### src/sv/hlcm_pkg.sv
// Shared constants, types and helper functions for the Hough line cluster table.
`default_nettype none

package hlcm_pkg;

    localparam int TABLE_DEPTH = 32;
    localparam int IDX_W       = (TABLE_DEPTH > 1) ? $clog2(TABLE_DEPTH) : 1;
    localparam int CNT_W       = $clog2(TABLE_DEPTH + 1);

    localparam int OP_W      = 2;
    localparam int RHO_IN_W  = 16;
    localparam int TH_IN_W   = 18;
    localparam int INV_W     = 24;
    localparam int Q_W       = 19;
    localparam int TH_N_W    = 18;
    localparam int STATUS_W  = 3;
    localparam int ENTRY_W   = 6;
    localparam int MC_W      = 7;

    localparam int MAG_W     = RHO_IN_W + 1;
    localparam int RPROD_W   = MAG_W + INV_W;
    localparam int RSUM_W    = RPROD_W + 1;
    localparam int R_SHIFT   = 12;
    localparam int PM_W      = RSUM_W - R_SHIFT;
    localparam int INVPI_W   = 23;
    localparam int TPROD_W   = TH_IN_W + INVPI_W;
    localparam int TSUM_W    = TPROD_W + 1;
    localparam int T_SHIFT   = 24;
    localparam int SQR_W     = 2 * (Q_W + 1);
    localparam int SQT_W     = 2 * (Q_W + 2);
    localparam int D2_W      = SQT_W + 1;

    localparam logic [INV_W-1:0]   INV_RESET  = INV_W'(26214);
    localparam logic [INVPI_W-1:0] INV_PI_Q24 = INVPI_W'(5340354);
    localparam logic [RSUM_W-1:0]  R_ROUND    = RSUM_W'(2048);
    localparam logic [TSUM_W-1:0]  T_ROUND    = TSUM_W'(8388608);
    localparam logic [D2_W-1:0]    REACH_SQ   = D2_W'(966368);

    localparam int WRAP_HIGH        = 63716;
    localparam int WRAP_LOW         = 1820;
    localparam int SHIFT_DOWN_ABOVE = 49152;
    localparam int SHIFT_UP_BELOW   = 16384;
    localparam int ONE_TURN         = 65536;

    localparam logic signed [Q_W-1:0] Q_MAX_V = {1'b0, {(Q_W-1){1'b1}}};
    localparam logic signed [Q_W-1:0] Q_MIN_V = {1'b1, {(Q_W-1){1'b0}}};

    localparam logic [OP_W-1:0] OP_CLEAR  = OP_W'(0);
    localparam logic [OP_W-1:0] OP_INSERT = OP_W'(1);
    localparam logic [OP_W-1:0] OP_READ   = OP_W'(2);

    localparam logic [STATUS_W-1:0] ST_CLEARED  = STATUS_W'(0);
    localparam logic [STATUS_W-1:0] ST_APPENDED = STATUS_W'(1);
    localparam logic [STATUS_W-1:0] ST_MERGED   = STATUS_W'(2);
    localparam logic [STATUS_W-1:0] ST_DROPPED  = STATUS_W'(3);
    localparam logic [STATUS_W-1:0] ST_ENTRY    = STATUS_W'(4);
    localparam logic [STATUS_W-1:0] ST_EMPTY    = STATUS_W'(5);

    typedef enum logic [1:0] {
        RES_CLEARED,
        RES_INSERT,
        RES_ENTRY,
        RES_EMPTY
    } res_kind_t;

    typedef struct packed {
        logic             take;
        logic             norm1;
        logic             norm2;
        logic             scan_issue;
        logic             rd_issue;
        logic [IDX_W-1:0] addr;
        logic             load;
        res_kind_t        kind;
        logic             last;
    } ctrl_cmd_t;

    typedef struct packed {
        logic [OP_W-1:0]  opcode;
        logic [CNT_W-1:0] count;
        logic             out_free;
    } ctrl_stat_t;

    function automatic logic [Q_W-1:0] mag_q(input logic signed [Q_W-1:0] v);
        logic signed [Q_W:0] w;
        w = {v[Q_W-1], v};
        return v[Q_W-1] ? Q_W'(-w) : Q_W'(w);
    endfunction

    function automatic logic signed [Q_W-1:0] sat_q(input logic signed [Q_W:0] v);
        logic signed [Q_W:0] hi;
        logic signed [Q_W:0] lo;
        hi = {Q_MAX_V[Q_W-1], Q_MAX_V};
        lo = {Q_MIN_V[Q_W-1], Q_MIN_V};
        if (v > hi)
            return Q_MAX_V;
        else if (v < lo)
            return Q_MIN_V;
        else
            return Q_W'(v);
    endfunction

endpackage

`default_nettype wire

### src/sv/hlcm_ctrl.sv
// Controller state machine that sequences clear, insert and read out operations.
`default_nettype none

module hlcm_ctrl (
    input  wire logic               clk,
    input  wire logic               rst_n,
    input  wire logic               in_valid,
    output logic                    in_stall,
    input  wire hlcm_pkg::ctrl_stat_t stat,
    output hlcm_pkg::ctrl_cmd_t     cmd
);

    typedef enum logic [3:0] {
        S_IDLE,
        S_CLEAR,
        S_EMPTY,
        S_NORM1,
        S_NORM2,
        S_SCAN,
        S_WAIT,
        S_FINISH,
        S_RD_ISSUE,
        S_RD_EMIT
    } state_t;

    state_t                      state_reg;
    logic [hlcm_pkg::CNT_W-1:0]  idx_reg;
    logic [hlcm_pkg::CNT_W-1:0]  idx_inc;
    logic                        rd_last;

    assign idx_inc  = idx_reg + hlcm_pkg::CNT_W'(1);
    assign rd_last  = (idx_inc == stat.count);
    assign in_stall = (state_reg != S_IDLE);

    always_comb
    begin
        cmd            = '0;
        cmd.addr       = idx_reg[hlcm_pkg::IDX_W-1:0];
        cmd.kind       = hlcm_pkg::RES_INSERT;
        cmd.last       = 1'b1;
        case (state_reg)
            S_IDLE:     cmd.take = in_valid;
            S_NORM1:    cmd.norm1 = 1'b1;
            S_NORM2:    cmd.norm2 = 1'b1;
            S_SCAN:     cmd.scan_issue = (idx_reg < stat.count);
            S_RD_ISSUE: cmd.rd_issue = 1'b1;
            S_RD_EMIT:
            begin
                cmd.load = stat.out_free;
                cmd.kind = hlcm_pkg::RES_ENTRY;
                cmd.last = rd_last;
            end
            S_CLEAR:
            begin
                cmd.load = stat.out_free;
                cmd.kind = hlcm_pkg::RES_CLEARED;
            end
            S_EMPTY:
            begin
                cmd.load = stat.out_free;
                cmd.kind = hlcm_pkg::RES_EMPTY;
            end
            S_FINISH:
            begin
                cmd.load = stat.out_free;
                cmd.kind = hlcm_pkg::RES_INSERT;
            end
            default:    cmd.take = 1'b0;
        endcase
    end

    always_ff @(posedge clk or negedge rst_n)
    begin
        if (!rst_n)
        begin
            state_reg <= S_IDLE;
            idx_reg   <= '0;
        end
        else
        begin
            case (state_reg)
                S_IDLE:
                begin
                    idx_reg <= '0;
                    if (in_valid)
                    begin
                        case (stat.opcode)
                            hlcm_pkg::OP_CLEAR:  state_reg <= S_CLEAR;
                            hlcm_pkg::OP_INSERT: state_reg <= S_NORM1;
                            hlcm_pkg::OP_READ:
                                state_reg <= (stat.count == '0) ? S_EMPTY : S_RD_ISSUE;
                            default:             state_reg <= S_IDLE;
                        endcase
                    end
                end
                S_NORM1: state_reg <= S_NORM2;
                S_NORM2: state_reg <= S_SCAN;
                S_SCAN:
                begin
                    if (idx_reg < stat.count)
                        idx_reg <= idx_inc;
                    else
                        state_reg <= S_WAIT;
                end
                S_WAIT: state_reg <= S_FINISH;
                S_RD_ISSUE: state_reg <= S_RD_EMIT;
                S_RD_EMIT:
                begin
                    if (stat.out_free)
                    begin
                        if (rd_last)
                            state_reg <= S_IDLE;
                        else
                        begin
                            idx_reg   <= idx_inc;
                            state_reg <= S_RD_ISSUE;
                        end
                    end
                end
                S_CLEAR, S_EMPTY, S_FINISH:
                begin
                    if (stat.out_free)
                        state_reg <= S_IDLE;
                end
                default: state_reg <= S_IDLE;
            endcase
        end
    end

endmodule

`default_nettype wire

### src/sv/hlcm_datapath.sv
// Datapath with normalization, cluster table, distance pipeline and output register.
`default_nettype none

module hlcm_datapath (
    input  wire logic                                  clk,
    input  wire logic                                  rst_n,
    input  wire hlcm_pkg::ctrl_cmd_t                   cmd,
    output hlcm_pkg::ctrl_stat_t                       stat,
    input  wire logic [hlcm_pkg::OP_W-1:0]             opcode,
    input  wire logic signed [hlcm_pkg::RHO_IN_W-1:0]  line_rho,
    input  wire logic [hlcm_pkg::TH_IN_W-1:0]          line_theta,
    input  wire logic                                  cfg_valid,
    output logic                                       cfg_ready,
    input  wire logic [hlcm_pkg::INV_W-1:0]            inv_image_width,
    output logic                                       out_valid,
    input  wire logic                                  out_stall,
    output logic [hlcm_pkg::STATUS_W-1:0]              status,
    output logic [hlcm_pkg::ENTRY_W-1:0]               entry_index,
    output logic signed [hlcm_pkg::Q_W-1:0]            cluster_rho,
    output logic signed [hlcm_pkg::Q_W-1:0]            cluster_theta,
    output logic [hlcm_pkg::MC_W-1:0]                  merge_count,
    output logic                                       last
);

    localparam int Q_W = hlcm_pkg::Q_W;

    logic [hlcm_pkg::INV_W-1:0]           inv_reg;
    logic signed [hlcm_pkg::RHO_IN_W-1:0] rho_in_reg;
    logic [hlcm_pkg::TH_IN_W-1:0]         theta_in_reg;

    logic                                 neg_reg;
    logic [hlcm_pkg::RPROD_W-1:0]         rprod_reg;
    logic [hlcm_pkg::TPROD_W-1:0]         tprod_reg;

    logic signed [Q_W-1:0]                trho_reg;
    logic [hlcm_pkg::TH_N_W-1:0]          tth_reg;
    logic                                 wrap_fwd_reg;
    logic                                 wrap_rev_reg;

    logic signed [Q_W-1:0]                mem_rho   [hlcm_pkg::TABLE_DEPTH];
    logic signed [Q_W-1:0]                mem_theta [hlcm_pkg::TABLE_DEPTH];
    logic signed [Q_W-1:0]                rd_rho_reg;
    logic signed [Q_W-1:0]                rd_theta_reg;

    logic                                 s1_valid_reg;
    logic [hlcm_pkg::IDX_W-1:0]           s1_idx_reg;
    logic                                 s2_valid_reg;
    logic [hlcm_pkg::IDX_W-1:0]           s2_idx_reg;
    logic signed [Q_W-1:0]                s2_orho_reg;
    logic signed [Q_W:0]                  s2_oth_reg;
    logic [hlcm_pkg::SQR_W-1:0]           s2_sqr_reg;
    logic [hlcm_pkg::SQT_W-1:0]           s2_sqt_reg;

    logic [hlcm_pkg::MC_W-1:0]            merged_reg;
    logic [hlcm_pkg::CNT_W-1:0]           count_reg;

    logic                                 out_valid_reg;
    logic [hlcm_pkg::STATUS_W-1:0]        status_reg;
    logic [hlcm_pkg::ENTRY_W-1:0]         entry_reg;
    logic signed [Q_W-1:0]                orho_out_reg;
    logic signed [Q_W-1:0]                oth_out_reg;
    logic [hlcm_pkg::MC_W-1:0]            mc_reg;
    logic                                 last_reg;

    logic [hlcm_pkg::MAG_W-1:0]           mag;
    logic signed [hlcm_pkg::MAG_W-1:0]    rho_ext;
    logic [hlcm_pkg::RSUM_W-1:0]          rsum;
    logic [hlcm_pkg::PM_W-1:0]            pm;
    logic [hlcm_pkg::TSUM_W-1:0]          tsum;
    logic [hlcm_pkg::TH_N_W-1:0]          tth_next;
    logic signed [Q_W-1:0]                trho_next;

    logic [Q_W-1:0]                       abs_t;
    logic [Q_W-1:0]                       abs_o1;
    logic signed [Q_W:0]                  oth1;
    logic signed [Q_W:0]                  dr;
    logic signed [Q_W+1:0]                dt;
    logic signed [hlcm_pkg::SQR_W-1:0]    sqr;
    logic signed [hlcm_pkg::SQT_W-1:0]    sqt;

    logic [hlcm_pkg::D2_W-1:0]            d2;
    logic                                 hit;
    logic [Q_W-1:0]                       abs_o2;
    logic signed [Q_W:0]                  sum_neg;
    logic [Q_W:0]                         sum_abs;
    logic signed [Q_W-1:0]                avg_rho;
    logic signed [Q_W+1:0]                sum_th;
    logic signed [Q_W-1:0]                avg_theta;

    logic                                 insert_done;
    logic                                 append;
    logic                                 table_full;
    logic                                 wr_en;
    logic [hlcm_pkg::IDX_W-1:0]           wr_addr;
    logic signed [Q_W-1:0]                wr_rho;
    logic signed [Q_W-1:0]                wr_theta;
    logic                                 rd_en;

    assign cfg_ready     = 1'b1;
    assign stat.opcode   = opcode;
    assign stat.count    = count_reg;
    assign stat.out_free = !out_valid_reg || !out_stall;

    // Normalization.
    assign rho_ext  = {rho_in_reg[hlcm_pkg::RHO_IN_W-1], rho_in_reg};
    assign mag      = rho_in_reg[hlcm_pkg::RHO_IN_W-1] ? hlcm_pkg::MAG_W'(-rho_ext)
                                                       : hlcm_pkg::MAG_W'(rho_ext);
    assign rsum     = hlcm_pkg::RSUM_W'(rprod_reg) + hlcm_pkg::R_ROUND;
    assign pm       = rsum[hlcm_pkg::RSUM_W-1:hlcm_pkg::R_SHIFT];
    assign tsum     = hlcm_pkg::TSUM_W'(tprod_reg) + hlcm_pkg::T_ROUND;
    assign tth_next = tsum[hlcm_pkg::T_SHIFT +: hlcm_pkg::TH_N_W];

    always_comb
    begin
        if (neg_reg)
        begin
            if (pm > hlcm_pkg::PM_W'(hlcm_pkg::Q_MAX_V) + hlcm_pkg::PM_W'(1))
                trho_next = hlcm_pkg::Q_MIN_V;
            else
                trho_next = Q_W'(hlcm_pkg::PM_W'(0) - pm);
        end
        else
        begin
            if (pm > hlcm_pkg::PM_W'(hlcm_pkg::Q_MAX_V))
                trho_next = hlcm_pkg::Q_MAX_V;
            else
                trho_next = Q_W'(pm);
        end
    end

    // Compare stage one: shifted theta and squared differences.
    assign abs_t  = hlcm_pkg::mag_q(trho_reg);
    assign abs_o1 = hlcm_pkg::mag_q(rd_rho_reg);

    always_comb
    begin
        oth1 = {rd_theta_reg[Q_W-1], rd_theta_reg};
        if (wrap_rev_reg && (rd_theta_reg > hlcm_pkg::SHIFT_DOWN_ABOVE))
            oth1 = oth1 - (Q_W+1)'(hlcm_pkg::ONE_TURN);
        if (wrap_fwd_reg && (rd_theta_reg < hlcm_pkg::SHIFT_UP_BELOW))
            oth1 = oth1 + (Q_W+1)'(hlcm_pkg::ONE_TURN);
    end

    assign dr  = $signed({1'b0, abs_t}) - $signed({1'b0, abs_o1});
    assign dt  = $signed({{(Q_W+2-hlcm_pkg::TH_N_W){1'b0}}, tth_reg})
               - $signed({oth1[Q_W], oth1});
    assign sqr = dr * dr;
    assign sqt = dt * dt;

    // Compare stage two: reach test and averages.
    assign d2  = hlcm_pkg::D2_W'(s2_sqr_reg) + hlcm_pkg::D2_W'(s2_sqt_reg);
    assign hit = s2_valid_reg && (d2 < hlcm_pkg::REACH_SQ);

    assign abs_o2  = hlcm_pkg::mag_q(s2_orho_reg);
    assign sum_neg = $signed({trho_reg[Q_W-1], trho_reg})
                   + $signed({s2_orho_reg[Q_W-1], s2_orho_reg});
    assign sum_abs = {1'b0, abs_t} + {1'b0, abs_o2};
    assign sum_th  = $signed({{(Q_W+2-hlcm_pkg::TH_N_W){1'b0}}, tth_reg})
                   + $signed({s2_oth_reg[Q_W], s2_oth_reg});

    always_comb
    begin
        if (trho_reg[Q_W-1] && s2_orho_reg[Q_W-1])
            avg_rho = sum_neg[Q_W:1];
        else
            avg_rho = hlcm_pkg::sat_q($signed({1'b0, sum_abs[Q_W:1]}));
        avg_theta = hlcm_pkg::sat_q(sum_th[Q_W+1:1]);
    end

    assign insert_done = cmd.load && (cmd.kind == hlcm_pkg::RES_INSERT);
    assign table_full  = (count_reg >= hlcm_pkg::CNT_W'(hlcm_pkg::TABLE_DEPTH));
    assign append      = insert_done && (merged_reg == '0) && !table_full;

    always_comb
    begin
        wr_en    = hit || append;
        wr_addr  = s2_idx_reg;
        wr_rho   = avg_rho;
        wr_theta = avg_theta;
        if (append)
        begin
            wr_addr  = count_reg[hlcm_pkg::IDX_W-1:0];
            wr_rho   = trho_reg;
            wr_theta = {1'b0, tth_reg};
        end
    end

    assign rd_en = cmd.scan_issue || cmd.rd_issue;

    always_ff @(posedge clk)
    begin
        if (wr_en)
        begin
            mem_rho[wr_addr]   <= wr_rho;
            mem_theta[wr_addr] <= wr_theta;
        end
        if (rd_en)
        begin
            rd_rho_reg   <= mem_rho[cmd.addr];
            rd_theta_reg <= mem_theta[cmd.addr];
        end
    end

    always_ff @(posedge clk)
    begin
        if (cmd.take)
        begin
            rho_in_reg   <= line_rho;
            theta_in_reg <= line_theta;
        end
        if (cmd.norm1)
        begin
            neg_reg   <= rho_in_reg[hlcm_pkg::RHO_IN_W-1];
            rprod_reg <= hlcm_pkg::RPROD_W'(mag) * hlcm_pkg::RPROD_W'(inv_reg);
            tprod_reg <= hlcm_pkg::TPROD_W'(theta_in_reg)
                       * hlcm_pkg::TPROD_W'(hlcm_pkg::INV_PI_Q24);
        end
        if (cmd.norm2)
        begin
            trho_reg     <= trho_next;
            tth_reg      <= tth_next;
            wrap_fwd_reg <= (tth_next >= hlcm_pkg::TH_N_W'(hlcm_pkg::WRAP_HIGH));
            wrap_rev_reg <= (tth_next <= hlcm_pkg::TH_N_W'(hlcm_pkg::WRAP_LOW));
        end
        s1_idx_reg  <= cmd.addr;
        s2_idx_reg  <= s1_idx_reg;
        s2_orho_reg <= rd_rho_reg;
        s2_oth_reg  <= oth1;
        s2_sqr_reg  <= unsigned'(sqr);
        s2_sqt_reg  <= unsigned'(sqt);
    end

    always_ff @(posedge clk or negedge rst_n)
    begin
        if (!rst_n)
        begin
            inv_reg       <= hlcm_pkg::INV_RESET;
            s1_valid_reg  <= 1'b0;
            s2_valid_reg  <= 1'b0;
            merged_reg    <= '0;
            count_reg     <= '0;
            out_valid_reg <= 1'b0;
        end
        else
        begin
            if (cfg_valid)
                inv_reg <= inv_image_width;
            s1_valid_reg <= cmd.scan_issue;
            s2_valid_reg <= s1_valid_reg;
            if (cmd.take)
                merged_reg <= '0;
            else if (hit)
                merged_reg <= merged_reg + hlcm_pkg::MC_W'(1);
            if (cmd.load && (cmd.kind == hlcm_pkg::RES_CLEARED))
                count_reg <= '0;
            else if (append)
                count_reg <= count_reg + hlcm_pkg::CNT_W'(1);
            if (cmd.load)
                out_valid_reg <= 1'b1;
            else if (!out_stall)
                out_valid_reg <= 1'b0;
        end
    end

    always_ff @(posedge clk)
    begin
        if (cmd.load)
        begin
            last_reg <= cmd.last;
            case (cmd.kind)
                hlcm_pkg::RES_CLEARED:
                begin
                    status_reg   <= hlcm_pkg::ST_CLEARED;
                    entry_reg    <= '0;
                    orho_out_reg <= '0;
                    oth_out_reg  <= '0;
                    mc_reg       <= '0;
                end
                hlcm_pkg::RES_EMPTY:
                begin
                    status_reg   <= hlcm_pkg::ST_EMPTY;
                    entry_reg    <= '0;
                    orho_out_reg <= '0;
                    oth_out_reg  <= '0;
                    mc_reg       <= '0;
                end
                hlcm_pkg::RES_ENTRY:
                begin
                    status_reg   <= hlcm_pkg::ST_ENTRY;
                    entry_reg    <= hlcm_pkg::ENTRY_W'(cmd.addr);
                    orho_out_reg <= rd_rho_reg;
                    oth_out_reg  <= rd_theta_reg;
                    mc_reg       <= '0;
                end
                default:
                begin
                    if (merged_reg != '0)
                        status_reg <= hlcm_pkg::ST_MERGED;
                    else if (!table_full)
                        status_reg <= hlcm_pkg::ST_APPENDED;
                    else
                        status_reg <= hlcm_pkg::ST_DROPPED;
                    entry_reg    <= append ? hlcm_pkg::ENTRY_W'(count_reg) : '0;
                    orho_out_reg <= trho_reg;
                    oth_out_reg  <= {1'b0, tth_reg};
                    mc_reg       <= merged_reg;
                end
            endcase
        end
    end

    assign out_valid     = out_valid_reg;
    assign status        = status_reg;
    assign entry_index   = entry_reg;
    assign cluster_rho   = orho_out_reg;
    assign cluster_theta = oth_out_reg;
    assign merge_count   = mc_reg;
    assign last          = last_reg;

endmodule

`default_nettype wire

### src/sv/hough_line_cluster_merge_core.sv
// Top level of the Hough line cluster table: controller plus datapath.
// An insert normalizes the line (NORM1, NORM2), scans the stored clusters one entry per cycle
// through the compare pipeline over the table memory's single read port, then emits its word.
// A read out issues a table read and emits that entry for each stored cluster in turn; clear and
// empty give a single word. One operation is in flight at a time; the next input is taken once
// the controller is back in idle. Reset empties the table, sets inv_image_width to 26214.
`default_nettype none

module hough_line_cluster_merge_core (
    input  wire logic                                  clk,
    input  wire logic                                  rst_n,
    input  wire logic                                  in_valid,
    output logic                                       in_stall,
    input  wire logic [hlcm_pkg::OP_W-1:0]             opcode,
    input  wire logic signed [hlcm_pkg::RHO_IN_W-1:0]  line_rho,
    input  wire logic [hlcm_pkg::TH_IN_W-1:0]          line_theta,
    input  wire logic                                  cfg_valid,
    output logic                                       cfg_ready,
    input  wire logic [hlcm_pkg::INV_W-1:0]            inv_image_width,
    output logic                                       out_valid,
    input  wire logic                                  out_stall,
    output logic [hlcm_pkg::STATUS_W-1:0]              status,
    output logic [hlcm_pkg::ENTRY_W-1:0]               entry_index,
    output logic signed [hlcm_pkg::Q_W-1:0]            cluster_rho,
    output logic signed [hlcm_pkg::Q_W-1:0]            cluster_theta,
    output logic [hlcm_pkg::MC_W-1:0]                  merge_count,
    output logic                                       last
);

    hlcm_pkg::ctrl_cmd_t  cmd;
    hlcm_pkg::ctrl_stat_t stat;

    hlcm_ctrl u_ctrl (
        .clk      (clk),
        .rst_n    (rst_n),
        .in_valid (in_valid),
        .in_stall (in_stall),
        .stat     (stat),
        .cmd      (cmd)
    );

    hlcm_datapath u_datapath (
        .clk             (clk),
        .rst_n           (rst_n),
        .cmd             (cmd),
        .stat            (stat),
        .opcode          (opcode),
        .line_rho        (line_rho),
        .line_theta      (line_theta),
        .cfg_valid       (cfg_valid),
        .cfg_ready       (cfg_ready),
        .inv_image_width (inv_image_width),
        .out_valid       (out_valid),
        .out_stall       (out_stall),
        .status          (status),
        .entry_index     (entry_index),
        .cluster_rho     (cluster_rho),
        .cluster_theta   (cluster_theta),
        .merge_count     (merge_count),
        .last            (last)
    );

endmodule

`default_nettype wire
### config.mk
export PLATFORM = sky130hd
export DESIGN_NAME = hough_line_cluster_merge_core
export DESIGN_NICKNAME = d
export VERILOG_FILES = /design/src/sv/hlcm_pkg.sv /design/src/sv/hlcm_ctrl.sv /design/src/sv/hlcm_datapath.sv /design/src/sv/hough_line_cluster_merge_core.sv
export SDC_FILE = /design/constraint.sdc
export NUM_CORES = 2
export LEC_CHECK = 0
export BUFFER_PORTS_ARGS = -buffer_cell sky130_fd_sc_hd__buf_2
export CAP_MARGIN = 20
export CORE_MARGIN = 3
export CORE_UTILIZATION = 65
export DETAILED_ROUTE_END_ITERATION = 7
export PLACE_DENSITY = 0.88
export REMOVE_ABC_BUFFERS = 1
export SYNTH_ARGS = -nofsm -noshare
export SYNTH_HDL_FRONTEND = slang
export SYNTH_SLANG_ARGS = --single-unit
### constraint.sdc
create_clock -name clk -period 12.9 [get_ports clk]
set_input_delay 1.29 -clock clk [delete_from_list [all_inputs] [get_ports clk]]
set_output_delay 1.29 -clock clk [all_outputs]
set_load 0.005 [all_outputs]
==> summary.txt <==
GRT Total Usage - 36.97%
endpoint class of the critical path - flop
Main synth FF type - edfxtp_1
vias in the first global route - 79,360
NumNets Final - 10,900
Cell variety after synth - 97
PortBufs - 121
Final Util - 71.31%
Final WS setup - 1.597 ns
maximum clock insertion buffer count - 3
chip height - 423.0 um
Place WS - 1.780 ns
H-tree levels - 4
DR iter-0 viols - 10,320
clk root buf - clkbuf_16
number of max-cap violations - 0
hold bufs inserted after CTS - 0
TritonCTS clock tree - yes
DRT Wirelength - 328.9 mm
Post-synth EDFFs - 1,431
Max Slew Vio Count - 0
Worst path max stage delay - 0.73 ns
Die Area - 0.1789 mm2
crit path max fanout - 22
first drt pass iteration count - 8
Mapped Cells - 8,761
outcome - finished, final reports clean
dpl hpwl - 208.4 mm
Clock Skew - 0.09021 ns
core area - 0.1723 mm2
asr flop ratio synth - 3.109%
setup slack, reg-to-reg - 1.60 ns
Initial Utilization - 65.59%
Routability Congestion - 0.9656
fraction of layout cells with a size suffix above 1 - 12.01%
worst path required time - 13.62 ns
post-CTS setup buffers - 0
Residual DRC - 0
CP most frequent cell - fa_1
io pins - 123
kind of critical path - reg2reg
die width - 423.0 um
Max Clk Rate - 0.08847 GHz
endpoints failing setup - 0
WL per Instance - 28.86 um
Final Hold Fails - 0
Tmin final - 11.30 ns
Yosys Warn Count - 0
Reg clk slew, reported paths - 0.06 ns
worst path arrival time - 12.02 ns
worst hold slack - 0.3556 ns
CP startpoint kind - flop
RSZ-0062 raised after global routing - false
largest net degree at the start of global routing - 148
antenna violations before repair - 19
register area share after synthesis - 41.39%
grt total ovfl - 0
Seq cells post-synth - 1,608
CTS buffer count - 161
Slowest-stage cell, CP - xor2_1
syn_area_per_cell - 12.90 um2
Skew-Pair Late Insertion Delay - 0.86 ns
slew margin rel. - 10.47%
Worst Tran Pin Value - 1.343 ns
Mapped Area - 0.1130 mm2
PostCTS Resize Cnt - 0
first-pass GRT wire length - 489.4 mm
Area Growth Syn to Fin - 8.721%
final period utilization - 87.62%
vias - 75,360
Hold WC Path Type - reg2reg
FP Rows - 152
Clock Sinks - 1,608
Filler cells - 10,510
Final ANT Viol Nets - 0
via/cell ratio - 6.613
## cell families (layout without fill, tap and decap cells)
family	count (synthesis)	count (layout)	synth area share, %
other	2	41	0.006645
XOR/XNOR	346	346	2.681
adder cells (fa/ha/maj)	1890	1890	29.26
multiplexers	460	460	8.357
AND/OR/NAND/NOR	1789	1789	7.363
buffers and inverters	1849	2135	6.149
flip-flops	1608	1608	41.39
AO/OA/AOI/OAI	817	817	4.794
## metal layers
layer | wire [um] | vias to the layer above | track usage [%]
li1 | - | 30040 | -
met1 | 106500 | 37610 | 45.57
met2 | 155900 | 5960 | 58.82
met3 | 38700 | 1741 | 9.223
met4 | 27710 | 12 | 23.80
met5 | 84 | - | 0
## final timing paths
kind,startpoint,endpoint,cells past startpoint
max,u_datapath.trho_reg[18]$_DFFE_PP_,u_datapath.s2_sqr_reg[38]$_DFF_P_,37
max in group asynchronous,rst_n,u_ctrl.idx_reg[3]$_DFFE_PN0P_,2
min,u_datapath.s1_idx_reg[3]$_DFF_P_,u_datapath.s2_idx_reg[3]$_DFF_P_,0
min in group asynchronous,rst_n,u_datapath.inv_reg[19]$_DFFE_PN0P_,2
max reg2reg,u_datapath.trho_reg[18]$_DFFE_PP_,u_datapath.s2_sqr_reg[38]$_DFF_P_,37
min reg2reg,u_datapath.s1_idx_reg[3]$_DFF_P_,u_datapath.s2_idx_reg[3]$_DFF_P_,0
## Yosys cell counts (17+ instances only)
| cell type | count | share of area (%) |
|---|---|---|
| a211oi_1 | 31 | 0.21 |
| a21o_1 | 81 | 0.54 |
| a21oi_1 | 213 | 0.94 |
| a22o_1 | 45 | 0.35 |
| a31oi_1 | 30 | 0.17 |
| and2_1 | 109 | 0.60 |
| and3_1 | 63 | 0.35 |
| buf_1 | 37 | 0.12 |
| clkbuf_1 | 233 | 0.77 |
| dfrtp_1 | 42 | 0.93 |
| dfxtp_1 | 127 | 2.2 |
| edfxtp_1 | 1431 | 38 |
| fa_1 | 1256 | 22 |
| ha_1 | 633 | 7.0 |
| inv_1 | 1559 | 5.2 |
| mux2_2 | 69 | 0.69 |
| mux4_2 | 380 | 7.6 |
| nand2_1 | 659 | 2.2 |
| nand2b_1 | 57 | 0.32 |
| nand3_1 | 76 | 0.34 |
| nand4_1 | 34 | 0.19 |
| nor2_1 | 463 | 1.5 |
| nor2b_1 | 94 | 0.52 |
| nor3_1 | 99 | 0.44 |
| nor4_1 | 17 | 0.094 |
| o21a_1 | 37 | 0.25 |
| o21ai_0 | 163 | 0.72 |
| o21bai_1 | 28 | 0.19 |
| o31ai_1 | 27 | 0.18 |
| or2_2 | 18 | 0.10 |
| or3_1 | 30 | 0.17 |
| xnor2_1 | 235 | 1.8 |
| xor2_1 | 111 | 0.86 |
## stage by stage
stage,cell area (um2),TNS [ns],std cells
5_1_grt,122900,0,11390
2_1_floorplan,112100,-76.75,8510
6_report,122900,0,11400
3_3_place_gp,117000,0,11060
3_5_place_dp,117000,0,11070
4_1_cts,122300,0,11360
## critical path: cells and delay by family (launching register included)
kind / cells / cell delay, ns
xor+xnor: 2 / 0.90
compound gates: 20 / 4.41
buf+inv: 4 / 0.74
fa+ha+maj: 9 / 4.06
flops: 1 / 0.69
simple gates: 2 / 0.41
## area by class of cell
cell class / count / area (um2) / share of cell area, %
clock buffer: 188 / 4161 / 3.387
tap: 2310 / 2890 / 2.352
inverter: 1574 / 5908 / 4.808
sequential: 1608 / 46790 / 38.08
clock inverter: 105 / 1172 / 0.9541
multi-input combinational: 5328 / 59870 / 48.73
timing repair buffer: 268 / 2042 / 1.662
antenna: 15 / 37.54 / 0.03055
## cell usage in the layout, fill, tap and decap left out, types with 37 or more instances in the layout
cell type  count
inv_1       1559
nand2b_1      56
a21o_1        80
clkbuf_16    163
o21a_1        37
dfrtp_1       37
fa_1        1256
a21oi_1      204
nand3_1       76
and2_1       109
clkinv_1      47
dfxtp_1      127
a22o_1        45
edfxtp_1    1431
nand2_1      658
nor3_1        98
mux4_2       380
nor2_1       437
xnor2_1      221
buf_2        121
mux2_2        69
buf_4        122
ha_1         633
o21ai_0      159
xor2_1       111
nor2b_1       94
and3_1        61
Power is not shown: default switching activity piles up to over one toggle a cycle in this logic, so the estimate is an artifact.
